--- src/sv/nrms3_pkg.sv ---
// Shared constants, types and helpers for the 3x3 neighborhood RMS core.
package nrms3_pkg;

	localparam int PIXEL_BITS  = 16;
	localparam int MAX_COLS    = 64;
	localparam int MAX_ROWS    = 64;
	localparam int COL_W       = $clog2(MAX_COLS);
	localparam int ROW_W       = $clog2(MAX_ROWS);
	localparam int ADDR_W      = COL_W + ROW_W;
	localparam int STORE_DEPTH = MAX_COLS * MAX_ROWS;
	localparam int DIM_W       = 7;
	localparam int CNT_W       = 4;
	localparam int NB_LAST     = 8;

	// sum of nine squares of 16-bit pixels
	localparam int SQ_W        = 2 * PIXEL_BITS;
	localparam int SUM_W       = SQ_W + 4;
	localparam int ROOT_W      = PIXEL_BITS;
	localparam int REM_W       = ROOT_W + 1;
	localparam int ARG_W       = REM_W + 2;
	localparam int DIV_STEPS   = SUM_W;
	localparam int ROOT_STEPS  = ROOT_W;
	localparam int STEP_W      = $clog2(DIV_STEPS);

	// configuration register indexes
	localparam logic CFG_MAP_WIDTH  = 1'b0;
	localparam logic CFG_MAP_HEIGHT = 1'b1;

	// input kinds
	localparam logic ACT_WRITE = 1'b0;
	localparam logic ACT_QUERY = 1'b1;

	// column offset plus one (0..2) of neighbor nb, scan order row-major
	function automatic logic [1:0] nb_dx(input logic [CNT_W-1:0] nb);
		logic [1:0] d;
		case (nb)
			4'd0, 4'd3, 4'd6: d = 2'd0;
			4'd1, 4'd4, 4'd7: d = 2'd1;
			default:          d = 2'd2;
		endcase
		return d;
	endfunction

	// row offset plus one (0..2) of neighbor nb
	function automatic logic [1:0] nb_dy(input logic [CNT_W-1:0] nb);
		logic [1:0] d;
		case (nb)
			4'd0, 4'd1, 4'd2: d = 2'd0;
			4'd3, 4'd4, 4'd5: d = 2'd1;
			default:          d = 2'd2;
		endcase
		return d;
	endfunction

endpackage

--- src/sv/nrms3_divsqrt.sv ---
// Iterative mean and root unit: long division by the count, then a bit-pair square root.
module nrms3_divsqrt (
	input  logic                        clk,
	input  logic                        arst_n,
	input  logic                        start,
	input  logic [nrms3_pkg::SUM_W-1:0] dividend,
	input  logic [nrms3_pkg::CNT_W-1:0] divisor,
	output logic                        done,
	output logic [nrms3_pkg::ROOT_W-1:0] root
);
	import nrms3_pkg::*;

	typedef enum logic [2:0] {
		PH_IDLE = 3'b001,
		PH_DIV  = 3'b010,
		PH_SQRT = 3'b100
	} phase_t;

	phase_t             phase_q;
	logic [STEP_W-1:0]  step_q;
	logic [SUM_W-1:0]   dq_q;    // dividend shifting out, quotient shifting in
	logic [CNT_W-1:0]   div_q;
	logic [CNT_W-1:0]   r_q;     // division remainder, always below divisor
	logic [REM_W-1:0]   rem_q;   // root remainder
	logic [ROOT_W-1:0]  root_q;
	logic               done_q;

	// the one subtractor both phases share
	logic [ARG_W-1:0]   op_a;
	logic [ARG_W-1:0]   op_b;
	logic [ARG_W:0]     diff;
	logic               ge;

	always_comb begin
		if (phase_q == PH_DIV) begin
			op_a = {{(ARG_W-CNT_W-1){1'b0}}, r_q, dq_q[SUM_W-1]};
			op_b = {{(ARG_W-CNT_W){1'b0}}, div_q};
		end else begin
			op_a = {rem_q, dq_q[SQ_W-1 -: 2]};
			op_b = {1'b0, root_q, 2'b01};
		end
		diff = {1'b0, op_a} - {1'b0, op_b};
		ge   = ~diff[ARG_W];
	end

	always_ff @(posedge clk or negedge arst_n) begin
		if (!arst_n) begin
			phase_q <= PH_IDLE;
			step_q  <= '0;
			dq_q    <= '0;
			div_q   <= '0;
			r_q     <= '0;
			rem_q   <= '0;
			root_q  <= '0;
			done_q  <= 1'b0;
		end else begin
			done_q <= (phase_q == PH_SQRT) && (step_q == '0);
			unique case (phase_q)
				PH_IDLE: begin
					if (start) begin
						dq_q    <= dividend;
						div_q   <= divisor;
						r_q     <= '0;
						step_q  <= STEP_W'(DIV_STEPS - 1);
						phase_q <= PH_DIV;
					end
				end
				PH_DIV: begin
					r_q  <= ge ? diff[CNT_W-1:0] : op_a[CNT_W-1:0];
					dq_q <= {dq_q[SUM_W-2:0], ge};
					if (step_q == '0) begin
						step_q  <= STEP_W'(ROOT_STEPS - 1);
						rem_q   <= '0;
						root_q  <= '0;
						phase_q <= PH_SQRT;
					end else begin
						step_q <= step_q - 1'b1;
					end
				end
				PH_SQRT: begin
					rem_q  <= ge ? diff[REM_W-1:0] : op_a[REM_W-1:0];
					root_q <= {root_q[ROOT_W-2:0], ge};
					dq_q   <= {dq_q[SUM_W-3:0], 2'b00};
					if (step_q == '0) begin
						phase_q <= PH_IDLE;
					end else begin
						step_q <= step_q - 1'b1;
					end
				end
				default: phase_q <= PH_IDLE;
			endcase
		end
	end

	assign done = done_q;
	assign root = root_q;

endmodule

--- config.mk ---
export PLATFORM = sky130hd
export DESIGN_NAME = nrms3_divsqrt
export DESIGN_NICKNAME = d
export VERILOG_FILES = /design/src/sv/nrms3_pkg.sv /design/src/sv/nrms3_divsqrt.sv
export SDC_FILE = /design/constraint.sdc
export NUM_CORES = 1
export LEC_CHECK = 0
export ABC_AREA = 1
export BUFFER_PORTS_ARGS = -buffer_cell sky130_fd_sc_hd__clkbuf_2
export CAP_MARGIN = 20
export CELL_PAD_IN_SITES_DETAIL_PLACEMENT = 1
export CELL_PAD_IN_SITES_GLOBAL_PLACEMENT = 1
export CORE_MARGIN = 2
export CORE_UTILIZATION = 43
export DETAILED_ROUTE_END_ITERATION = 10
export HOLD_SLACK_MARGIN = 0.03
export PLACE_DENSITY_LB_ADDON = 0.1
export SYNTH_ARGS = -nofsm -noshare
export SYNTH_HDL_FRONTEND = slang
export SYNTH_SLANG_ARGS = --single-unit
--- constraint.sdc ---
create_clock -name clk -period 3.6 [get_ports clk]
set_input_delay 0.36 -clock clk [delete_from_list [all_inputs] [get_ports clk]]
set_output_delay 0.36 -clock clk [all_outputs]
set_load 0.05 [all_outputs]
# [After elaboration in Yosys (flattened, before gate mapping)]
# Cells that the tools add are included.
[word_totals] ff_bits=87 latch_bits=0 ramBits=0 romBits=0 output_inout_bits=17 wordCells=49 n_memories=0
[op_classes] add_sub_neg=2 n_mul=0 n_div=0 magnitude_cmp=0 eq_ne=7 shifts=0 n_mux=20 bitwise=1 n_reduce_logical=11
[ops] op="case mux 36 bit (3 select lines)" count=1
[ops] op="two-way mux 36 bit" count=1
[ops] op="two-way mux 17 bit" count=2
[ops] op="case mux 17 bit (2 select lines)" count=1
[ops] op="case mux 16 bit (2 select lines)" count=1
[ops] op="subtractor 19 x 19 -> 20 bit" count=1
[ops] op="two-way mux 19 bit" count=1
[ops] op="two-way mux 18 bit" count=1
[ops] op="two-way mux 6 bit" count=3
[ops] op="case mux 6 bit (3 select lines)" count=1
[ops] op="two-way mux 16 bit" count=1
[ops] op="two-way mux 3 bit" count=3
[ops] op="case mux 3 bit (3 select lines)" count=1
[ops] op="two-way mux 4 bit" count=2
[ops] op="case mux 4 bit (2 select lines)" count=1
[ops] op="AND reduction 2 bit" count=4
[ops] op="zero test 6 bit" count=1
[ops] op="AND reduction 3 bit" count=2
[ops] op="subtractor 6 x 1 -> 6 bit, second input constant" count=1
[ops] op="inequality test 2 x 1 -> 1 bit, second input constant" count=2
[ops] op="inequality test 2 bit, second input constant" count=2
[ops] op="nonzero test 2 bit" count=2
[ops] op="== test 3 x 1 -> 1 bit, second input constant" count=1
[ops] op="== test 3 x 2 -> 1 bit, second input constant" count=1
[ops] op="other kinds (4)" count=4

# [Depth between registers and ports, before layout]
# Gate-level depths: netlist of run 1.
[depth] depth_word=5 depth_mapped=21 depth_no_buf=18

# [Least setup slack after synthesis of run 1]
# No wires, ideal clock.
[synth_timing] path_type="reg-to-reg" startpoint="register phase_q[0]" endpoint="register rem_q[5]" arrival_time_ns=2.842 t_required_ns=3.476 slack_ns=0.634 stages_incl_launch_ff=18 path_buffers=4 path_cell_list="dfstp_2 -> inv_2 -> nand3_2 -> buf_6 -> clkbuf_1 -> clkbuf_1 -> nand2_1 -> ha_1 -> nand2_1 -> inv_1 -> nand3_1 -> nor4_2 -> a21oi_1 -> nand2_2 -> buf_2 -> nand3_1 -> o211ai_1 -> nand2_1"
[synth_via] elab_chain_cells=5
[synth_lines] element="from (decl)" line_no="nrms3_divsqrt.sv:19" rtl="phase_t phase_q;"
[synth_lines] element="from (signal assigned)" line_no="nrms3_divsqrt.sv:48" rtl="phase_q <= PH_IDLE;"
[synth_lines] element="from (signal assigned)" line_no="nrms3_divsqrt.sv:65" rtl="phase_q <= PH_DIV;"
[synth_lines] element="from (signal assigned)" line_no="nrms3_divsqrt.sv:75" rtl="phase_q <= PH_SQRT;"
[synth_lines] element="== test 3 x 2 -> 1 bit" line_no="nrms3_divsqrt.sv:35, nrms3_divsqrt.sv:58"
[synth_lines] element="two-way mux 19 bit or two-way mux 18 bit (tied branches)" line_no="nrms3_divsqrt.sv:35" rtl="if (phase_q == PH_DIV) begin"
[synth_lines] element="subtractor 19 x 19 -> 20 bit" line_no="nrms3_divsqrt.sv:42" rtl="diff = {1'b0, op_a} - {1'b0, op_b};"
[synth_lines] element="two-way mux 17 bit" line_no="nrms3_divsqrt.sv:81" rtl="rem_q <= ge ? diff[REM_W-1:0] : op_a[REM_W-1:0];"
[synth_lines] element="case mux 17 bit (2 select lines)" line_no="nrms3_divsqrt.sv:58" rtl="unique case (phase_q)"
[synth_lines] element="to (signal assigned)" line_no="nrms3_divsqrt.sv:81"
[synth_lines] element="to (decl)" line_no="nrms3_divsqrt.sv:24" rtl="logic [REM_W-1:0] rem_q;"
# Parallel ways exist; a longest one is shown, timed or not.
# A chain may end at the register's enable or synchronous reset.

# [Worst setup path after layout of run 1]
[layout_timing] startpoint="register phase_q[0]" endpoint="register rem_q[15]"
# Same word-level chain as after synthesis.

==> results of run 1 <==
==> what timing repair did <==
item | in CTS | in global routing
endpoints found under the setup margin | 0 | 0
hold endpoints to repair | 16 | 0
hold buffers | 1 | 0
==> cell families (layout without fill, tap and decap cells) <==
kind of cell | after synthesis | in the layout | share of synthesized area (%)
flip-flops | 87 | 87 | 40.8
adder cells (fa/ha/maj) | 19 | 19 | 4.59
AND/OR/NAND/NOR | 320 | 320 | 25.0
AO/OA/AOI/OAI | 163 | 163 | 17.9
XOR/XNOR | 2 | 2 | 0.328
buffers and inverters | 152 | 204 | 11.3
==> through the flow <==
step | hold WS, ns | util, % | cells | setup WS (ns)
2_1_floorplan | 0.0644 | - | 743 | 0.634
3_3_place_gp | 0.245 | 47.9 | 947 | 0.550
3_5_place_dp | 0.246 | 47.9 | 947 | 0.408
4_1_cts | 0.211 | 50.2 | 963 | 0.399
5_1_grt | 0.220 | 50.2 | 963 | 0.0689
6_report | 0.220 | 50.2 | 963 | 0.367
==> cell usage after synthesis, drive strengths merged <==
cell type	instances
nand2	227
inv	120
dfrtp	86
o21ai	56
nand3	47
a21oi	40
o22ai	38
nor2	31
clkbuf	18
ha	18
buf	14
o221ai	12
nor3	6
o211ai	5
nand3b	3
o21bai	3
or2	3
a21o	2
a22oi	2
a31oi	2
nand4	2
a211oi	1
a41oi	1
dfstp	1
fa	1
nor4	1
o31ai	1
xnor2	1
xor2	1
==> registers in the layout, summed over array words and instances (netlist names) <==
signal and flops:
step_q 6, done 1, phase_q 3, r_q 4, root 16, div_q 4, dq_q 36, rem_q 17
==> power groups by stage <==
| stage | logic, mW | clock network (mW) | registers [mW] |
|---|---|---|---|
| after CTS | 2.41 | 0.905 | 1.39 |
| final | 2.40 | 0.877 | 1.39 |
| after detailed placement | 2.40 | 0 | 1.40 |
| after global routing | 2.76 | 0.947 | 1.42 |
| after floorplan | 1.84 | 0 | 1.36 |
| after global placement | 2.30 | 0 | 1.39 |
==> final cells by class <==
class | instances | area (um2)
clock buffers | 12 | 246
clock inverters | 3 | 18.8
fillers | 1557 | 6010
multi-input cells | 504 | 2560
flip-flops and latches | 87 | 2180
repair buffers | 69 | 388
well taps | 168 | 210
inverters | 120 | 450
==> critical path: cells and delay by family (launching register included) <==
kind | cells | cell delay [ns]
AO/OA/AOI/OAI | 4 | 0.63
adder cells (fa/ha/maj) | 1 | 0.38
buffers and inverters | 5 | 0.84
flip-flops | 1 | 0.57
AND/OR/NAND/NOR | 6 | 0.68
==> path summary, 6_finish.rpt <==
| path | end | slack (ns) | cells past startpoint |
|---|---|---|---|
| worst max-delay path | rem_q[15] | 0.37 | 16 |
| worst min-delay path | div_q[0] | 0.22 | 3 |
| worst max register to register | rem_q[15] | 0.37 | 16 |
| worst min register to register | div_q[0] | 0.48 | 2 |
| max in group asynchronous | phase_q[0] | 2.39 | 3 |
| min in group asynchronous | dq_q[27] | 0.42 | 2 |
==> layer usage <==
layer / part of all wire, % / GRT usage, %
met5: 0 / 0
met1: 47 / 33.8
met4: 1.2 / 5.54
met2: 48 / 40.5
met3: 3.7 / 5.91
==> results.json, run 1 <==
{
  "maxCapViolations": 0,
  "p_sw_share_pct": 46.4,
  "grt_pass1_wl_um": 25900,
  "worst_ir_drop_vdd_mv": 0.310,
  "numCtsBuffers": 9,
  "finalSetupViolCount": 0,
  "finalPower_mw": 4.66,
  "netlist.area_leader.share_pct": 40.3,
  "crit_required_ns": 3.84,
  "outcome": "finished, final reports clean",
  "final_cell_mix": "nand2_1, inv_1, dfrtp_1",
  "drt-pass1-iter-count": 5,
  "syn_inst": 743,
  "finalSetupTns_ns": 0,
  "dieArea_um2": 13300,
  "wl_um": 15500,
  "vias": 5124,
  "fmaxAchievable_mhz": 309,
  "rsz0062_at_grt": "false",
  "antenna_cells": 0,
  "ys_warn_count": 0,
  "place_area_um2": 5780,
  "synth-seq-cells": 87,
  "die_w_um": 115,
  "skew_ns": 0.0107,
  "port_buffers": 59,
  "post_cts_resized": 0,
  "grt_start_max_net_pins": 61,
  "drt_iter0_markers": 339,
  "endpoint_kind": "register",
  "arrival_ns": 3.48,
  "ios": 60,
  "finalHoldViolCount": 0,
  "grt_pass1_vias": 5192,
  "drc": 0,
  "routed_via_density": 5.32,
  "pwr-share-comb_pct": 51.4,
  "p_int_mw": 2.50,
  "layout.nets": 853,
  "crit_top_cell": "nand2_1",
  "ys_types": 40,
  "syn_nets": 805,
  "clkTransAtPathRegs_ns": 0.07,
  "cts_sinks": 87,
  "final_cell_area_um2": 6060,
  "maxSlewHeadroom_pct": 32.1,
  "clock_path_buffers": 2,
  "syn_avg_cell_area_um2": 7.19,
  "path_max_fanout": 60,
  "leakage_nw": 3.36,
  "die_h_um": 115,
  "start_util_pct": 44.3,
  "holdCritStartpoint": "divisor[0]",
  "rr_startpoint": "phase_q[0]",
  "crit_path_top_delay_cell": "dfstp_2",
  "antenna_found_initial": 0,
  "postCtsSetupBuffers": 0,
  "yosys-top-cells-area": "dfrtp_1, nand2_1, inv_1",
  "worstSetupPathType": "register to register",
  "pwr-share-clk_pct": 18.8,
  "final_common_cell": "nand2_1",
  "layout-drive-gt1-share_pct": 13.3,
  "area_growth_pct": 13.4,
  "synth_area_um2": 5340,
  "powerDensity_nw_per_um2": 770,
  "cts_tree": "yes",
  "crit_path_max_incr_delay_ns": 0.57,
  "dp_hpwl_um": 11200,
  "slew_viol_final": 0,
  "wire_per_inst_um": 16.1,
  "clock_latency_ns": 0.35,
  "sequentialPowerShare_pct": 29.8,
  "p_switching_mw": 2.16,
  "htree_levels": 3,
  "fin_crit_ns": 3.23,
  "crit_chain": "inv_2 > nand3_2 > buf_12 > nand2_1 > ha_1 > a21oi_1 > o21ai_0 > inv_1 > nand2_1 > a21oi_1 > nand2_2 > buf_4 > inv_2 > a21oi_1 > nand2_1 > nand2_1",
  "core_area_um2": 12100,
  "startpoint": "phase_q[0]",
  "overflow": 0,
  "gp_congestion": 0.934,
  "hold_class": "input pin to register",
  "clock-root-buffer": "clkbuf_16",
  "rows": 40,
  "postRouteAntennaNets": 0,
  "worst_pin_slew_ns": 1.02,
  "synth_top_area_cell": "dfrtp_1",
  "worstSetupStartpointType": "register",
  "track_usage_pct": 24.9,
  "yosysSeqAreaShare_pct": 40.8,
  "fin_crit_sh_pct": 89.8
}
(Power assumes the default switching activity.)
==> run 2, diff against run 1 <==
--- a/config.mk
+++ b/config.mk
@@ -5,13 +5,13 @@
 export SDC_FILE = /design/constraint.sdc
 export NUM_CORES = 1
 export LEC_CHECK = 0
-export ABC_AREA = 1
+export ABC_AREA = 0
 export BUFFER_PORTS_ARGS = -buffer_cell sky130_fd_sc_hd__clkbuf_2
 export CAP_MARGIN = 20
 export CELL_PAD_IN_SITES_DETAIL_PLACEMENT = 1
 export CELL_PAD_IN_SITES_GLOBAL_PLACEMENT = 1
 export CORE_MARGIN = 2
-export CORE_UTILIZATION = 43
+export CORE_UTILIZATION = 45
 export DETAILED_ROUTE_END_ITERATION = 10
 export HOLD_SLACK_MARGIN = 0.03
 export PLACE_DENSITY_LB_ADDON = 0.1
==> run 2 against run 1 <==
- worst hold slack got worse by 0.096 ns
- worst setup slack got worse by 0.22 ns
- register-to-register slack got worse by 0.22 ns
- sequential share of layout area decreased by 0.35 points
- highest routed layer unchanged
==> results.json, run 2 <==
{
  "port_buffers": 59,
  "hold_slack_ns": 0.124,
  "pwr-share-comb_pct": 47.4,
  "rows": 39,
  "synth-edff-count": 0,
  "antenna_cells": 0,
  "layout.nets": 691,
  "leakage_nw": 2.88,
  "fin_crit_sh_pct": 95.9,
  "synth_top_area_cell": "dfrtp_1",
  "crit_chain": "nor2_4 > and2_4 > buf_4 > nand2_2 > ha_1 > nor2b_4 > nor2_1 > o211ai_1 > buf_4 > a2111oi_4 > o31ai_4 > a31oi_4 > buf_4 > clkbuf_16 > or4_1 > nand3_1",
  "powerDensity_nw_per_um2": 765,
  "syn_avg_cell_area_um2": 9.02,
  "dp_hpwl_um": 9590,
  "crit_path_end": "rem_q[11]",
  "area_growth_pct": 16.7,
  "finalSetupTns_ns": 0,
  "startpoint": "phase_q[2]",
  "final_core_util_pct": 53.8,
  "start_util_pct": 46.1,
  "finalSetupViolCount": 0,
  "wl_um": 14200,
  "numCtsBuffers": 9,
  "p_sw_share_pct": 39.3,
  "clock_path_buffers": 2,
  "worst_ir_drop_vdd_mv": 0.339,
  "drc": 0,
  "final_cell_area_um2": 6120,
  "sequentialPowerShare_pct": 31.6,
  "grt_pass1_vias": 4877,
  "cts_sinks": 87,
  "hold_class": "input pin to asynchronous set/reset pin",
  "postRouteAntennaNets": 0,
  "routed_via_density": 5.86,
  "hold_buffers": 0,
  "synth_xor_area_share_pct": 2.17,
  "crit_required_ns": 3.89,
  "async_flop_share_pct": 100,
  "layout-drive-gt1-share_pct": 19.9,
  "r2r-end": "rem_q[11]",
  "clock-root-buffer": "clkbuf_16",
  "yosys-top-cells-area": "dfrtp_1, a22o_1, nand2_1",
  "r2r_cells": 16,
  "top_register": "dq_q",
  "arrival_ns": 3.74,
  "clock_latency_ns": 0.36,
  "drt-pass1-iter-count": 4,
  "overflow": 0,
  "gp_congestion": 0.842,
  "synthSimpleGateAreaFrac_pct": 16.9,
  "ys_types": 64,
  "worstSetupPathType": "register to register",
  "core_area_um2": 11400,
  "slew_viol_final": 0,
  "vias": 4550,
  "syn_nets": 643,
  "die_w_um": 112,
  "fmaxAchievable_mhz": 290,
  "skew_ns": 0.00855,
  "ios": 60,
  "synth_commonest_cells": "nand2_1, dfrtp_1, o21ai_0",
  "place_area_um2": 5670,
  "antenna_found_initial": 0,
  "crit_path_top_delay_cell": "or4_1",
  "worst_pin_slew_ns": 0.874,
  "crit_top_cell": "buf_4",
  "path_max_fanout": 11,
  "r2r_setup_slack_ns": 0.15,
  "worstSetupStartpointType": "register",
  "yosysMostFrequentCell": "nand2_1",
  "place_ws_ns": -0.116,
  "p_switching_mw": 1.84,
  "synth_top_family_by_area": "compound AO/OA/AOI/OAI gates",
  "yosysSeqAreaShare_pct": 41.6,
  "fin_crit_ns": 3.45,
  "wire_per_inst_um": 18.2,
  "track_usage_pct": 23.8,
  "die_h_um": 112,
  "cts_tree": "yes",
  "final_cell_mix": "nand2_1, dfrtp_1, clkbuf_2",
  "maxSlewHeadroom_pct": 41.7,
  "synth_area_um2": 5240,
  "synth-seq-cells": 87,
  "synth-adder-area-share_pct": 5.06,
  "setup_ws_ns": 0.146,
  "dieArea_um2": 12500,
  "netlist.area_leader.share_pct": 41.1,
  "outcome": "finished, final reports clean",
  "synth_mux_area_share_pct": 2.70,
  "p_int_mw": 2.84,
  "pwr-share-clk_pct": 21.0,
  "grt_start_max_net_pins": 66,
  "final_cell_count_no_fill": 777,
  "clkTransAtPathRegs_ns": 0.06,
  "finalHoldViolCount": 0,
  "place_inst": 755,
  "finalPower_mw": 4.68,
  "maxCapViolations": 0,
  "ys_warn_count": 0,
  "ys.flop_type": "dfrtp_1",
  "drt_iter0_markers": 269,
  "largest_reg_flops": 36,
  "syn_inst": 581,
  "rr_startpoint": "phase_q[2]",
  "htree_levels": 3,
  "final_common_cell": "nand2_1",
  "crit_path_max_incr_delay_ns": 0.47,
  "endpoint_kind": "register",
  "grt_pass1_wl_um": 24100,
  "synth_compound_area_share_pct": 26.9
}
[run 2: cell types whose count changed in the layout (fill, tap and decap cells not counted), sizes merged, moves of 8 or more]
cell / change
a21o: +8
a22o: +47
and2: +16
buf: +9
inv: -108
mux2i: +13
nand2: -126
nand3: -32
o221ai: -12
o22ai: -38
[run 2: logic make-up after synthesis]
kind of cell    Yosys count
buf+inv                  54
mux                      14
xor+xnor                 13
compound gates          201
flops                    87
simple gates            191
fa+ha+maj                21
[run 2: worst min path at each step]
stage,from,end,slack [ns]
after detailed placement,rem_q[1],rem_q[1],0.48
after floorplan,arst_n,div_q[0],0.06
after global placement,dq_q[34],dq_q[34],0.47
after CTS,arst_n,step_q[4],0.16
after global routing,arst_n,step_q[4],0.18
final,arst_n,step_q[4],0.12
[run 2: power groups by stage]
stage                     sequential (mW)  clock (mW)  combinational, mW
after floorplan                      1.41           0               1.58
after global placement               1.47           0               1.89
after detailed placement             1.49           0               1.98
after CTS                            1.48        1.01               2.00
after global routing                 1.52        1.03               2.49
final                                1.48       0.985               2.22
[run 2: per-layer routing]
metal  global-route usage [%]  wire length (um)  vias to the layer above
li1                         -                 -                     2182
met2                     39.8              7160                       63
met4                     10.6               367                        0
met3                     4.46               389                       28
met1                     29.9              6240                     2277
met5                        0                 0                        -
[run 2: worst max-delay path, delay by kind of cell, from the launching register on]
kind | cells | cell delay (ns)
and+or+nand+nor | 7 | 1.23
DFF | 1 | 0.44
buffers and inverters | 4 | 0.67
adders and majority gates | 1 | 0.27
AOI/OAI and AO/OA | 4 | 0.76
[run 2: final cells by class]
class                      instances  area (um2)
timing repair buffer              78         502
clock inverter                     5        56.3
fill                            1309        5250
tap                              143         179
inverter                          13        48.8
sequential                        87        2180
clock buffer                      11         253
multi-input combinational        440        2900
[run 2: what timing repair did]
action | 4_1_cts | 5_1_grt
pin swaps | 0 | 6
hold endpoints to repair | 0 | 0
resized for setup | 2 | 22
gates cloned | 0 | 1
setup buffers | 0 | 5
endpoints found under the setup margin | 2 | 21
==> run 3, diff against run 2 <==
==> constraint.sdc (replaced) <==
create_clock -name clk -period 3.4 [get_ports clk]
set_input_delay 0.34 -clock clk [delete_from_list [all_inputs] [get_ports clk]]
set_output_delay 0.34 -clock clk [all_outputs]
set_load 0.05 [all_outputs]
==> run 3 against run 2 <==
- the flow now finishes with violations (hold timing)
- fmax is 2.9% higher
- critical endpoint is now rem_q[4]
- utilization is 2.3 points higher
- sequential share of layout area decreased by 1.4 points
- largest power group unchanged
- highest routed layer unchanged
- count of clock-buffer cells in the layout is 2 higher
- global-route usage increased by 0.17 points
- worst hold slack got worse by 0.13 ns
- total power increased by 16%
==> results.json, run 3 (synthesized netlist as in run 2, its figures left out) <==
{
  "endpoint_kind": "register",
  "antenna_cells": 0,
  "final_cell_count_no_fill": 796,
  "cts_sinks": 87,
  "p_int_mw": 3.36,
  "path_max_fanout": 7,
  "maxSlewHeadroom_pct": 48.0,
  "crit_chain": "nor2_4 > and2_4 > buf_8 > nand2_8 > ha_4 > nor2b_4 > o31ai_2 > o211ai_1 > buf_4 > a2111oi_4 > o31ai_4 > a31oi_4 > buf_12 > nor3_2 > a221o_1",
  "skew_ns": 0.00327,
  "largest_reg_flops": 36,
  "slew_viol_final": 0,
  "die_h_um": 112,
  "final_core_util_pct": 56.1,
  "finalPower_mw": 5.43,
  "worst-path-buf-inv": 3,
  "drt_iter0_markers": 294,
  "clock_latency_ns": 0.35,
  "port_buffers": 59,
  "setup_ws_ns": 0.0430,
  "grt_pass1_vias": 4829,
  "pwr-share-clk_pct": 20.3,
  "drt-pass1-iter-count": 5,
  "r2r_setup_slack_ns": 0.04,
  "grt_pass1_wl_um": 24300,
  "antenna_found_initial": 0,
  "clock_path_buffers": 2,
  "grt_start_max_net_pins": 88,
  "layout-drive-gt1-share_pct": 23.1,
  "cts_tree": "yes",
  "ios": 60,
  "sequentialPowerShare_pct": 28.9,
  "fmaxAchievable_mhz": 298,
  "finalSetupViolCount": 0,
  "leakage_nw": 2.99,
  "worstSetupStartpointType": "register",
  "rows": 39,
  "start_util_pct": 46.1,
  "die_w_um": 112,
  "pwr-share-comb_pct": 50.9,
  "p_sw_share_pct": 38.1,
  "routed_via_density": 5.82,
  "numCtsBuffers": 9,
  "layout.nets": 710,
  "rsz0062_at_grt": "true",
  "top_register": "dq_q",
  "postRouteAntennaNets": 0,
  "worstSetupPathType": "register to register",
  "wire_per_inst_um": 18.7,
  "core_area_um2": 11400,
  "clock-root-buffer": "clkbuf_16",
  "finalHoldViolCount": 3,
  "crit_required_ns": 3.63,
  "final_common_cell": "nand2_1",
  "track_usage_pct": 23.9,
  "overflow": 0,
  "wl_um": 14900,
  "cp_top_family": "compound AO/OA/AOI/OAI gates",
  "place_area_um2": 5840,
  "powerDensity_nw_per_um2": 852,
  "place_ws_ns": 0.0309,
  "violations": "hold timing",
  "crit_path_top_delay_cell": "dfstp_2",
  "final_cell_mix": "nand2_1, dfrtp_1, clkbuf_2",
  "fillers": 1323,
  "fin_crit_ns": 3.36,
  "crit_path_max_incr_delay_ns": 0.55,
  "clkTransAtPathRegs_ns": 0.06,
  "worst_pin_slew_ns": 0.780,
  "vias": 4630,
  "hold_class": "input pin to asynchronous set/reset pin",
  "gp_congestion": 0.801,
  "maxCapViolations": 0,
  "area_growth_pct": 21.7,
  "outcome": "finished, violations left",
  "arrival_ns": 3.58,
  "drc": 0,
  "worst_ir_drop_vdd_mv": 0.527,
  "p_switching_mw": 2.07,
  "place_inst": 766,
  "dp_hpwl_um": 9800,
  "dieArea_um2": 12500,
  "hold_slack_ns": -0.00920,
  "htree_levels": 3,
  "final_cell_area_um2": 6380,
  "fin_crit_sh_pct": 98.7
}
## run 3: changes by cell type in the layout (fill, tap and decap cells not counted), moves of 2 or more
cell,delta
clkbuf_1,+2
mux2i_1,-2
buf_12,+2
maj3_2,+2
ha_2,-3
maj3_1,-2
ha_4,+2
buf_4,+18
## run 3: power by group through the flow
stage | Combinational [mW] | Sequential (mW) | Clock [mW]
floorplan | 1.77 | 1.50 | 0
global placement | 2.15 | 1.57 | 0
detailed placement | 2.24 | 1.57 | 0
CTS | 2.25 | 1.56 | 1.12
global route | 3.02 | 1.60 | 1.16
finish | 2.77 | 1.57 | 1.10
## run 3: path summary, 6_finish.rpt
check,start,to,cells past startpoint
max,phase_q[0],rem_q[4],15
min,arst_n,root[4],2
max reg2reg,phase_q[0],rem_q[4],15
min reg2reg,dq_q[34],dq_q[34],2
max in group asynchronous,arst_n,phase_q[2],2
min in group clk,divisor[1],div_q[1],3
## run 3: repair_timing
item / in CTS / in global routing
gates cloned: 0 / 2
pin swaps: 1 / 9
resized for setup: 0 / 21
setup buffers: 0 / 12
endpoints found under the setup margin: 1 / 21
hold buffers: 0 / 0
## run 3: area by class of cell
type                       instances  area [um2]  area share, %
clock buffer                      13         260           4.08
multi-input combinational        440        2970           46.6
tap                              143         179           2.80
timing repair buffer              97         676           10.6
clock inverter                     3        65.1           1.02
sequential                        87        2180           34.2
inverter                          13        48.8          0.765
## run 3: worst reg2reg max path, stage by stage, from the launching register on
cell and delay, ns:
dfstp_2 0.55, nor2_4 0.05, and2_4 0.18, buf_8 0.15
nand2_8 0.07, ha_4 0.20, nor2b_4 0.13, o31ai_2 0.17
o211ai_1 0.12, buf_4 0.17, a2111oi_4 0.44, o31ai_4 0.15
a31oi_4 0.33, buf_12 0.19, nor3_2 0.06, a221o_1 0.28
## run 3: through the flow
| stage | setup TNS, ns | hold slack [ns] |
|---|---|---|
| 6_report | 0 | -0.00920 |
| 5_1_grt | -0.901 | 0.0769 |
| 4_1_cts | 0 | 0.0533 |
| 3_5_place_dp | 0 | 0.426 |
| 3_3_place_gp | 0 | 0.423 |
| 2_1_floorplan | -0.178 | 0.0444 |
## run 3: per-layer routing
metal | wire length, um | GRT usage, %
met2 | 7750 | 40.8
met1 | 6430 | 30.7
met4 | 291 | 8.48
met5 | 0 | 0
met3 | 451 | 4.08
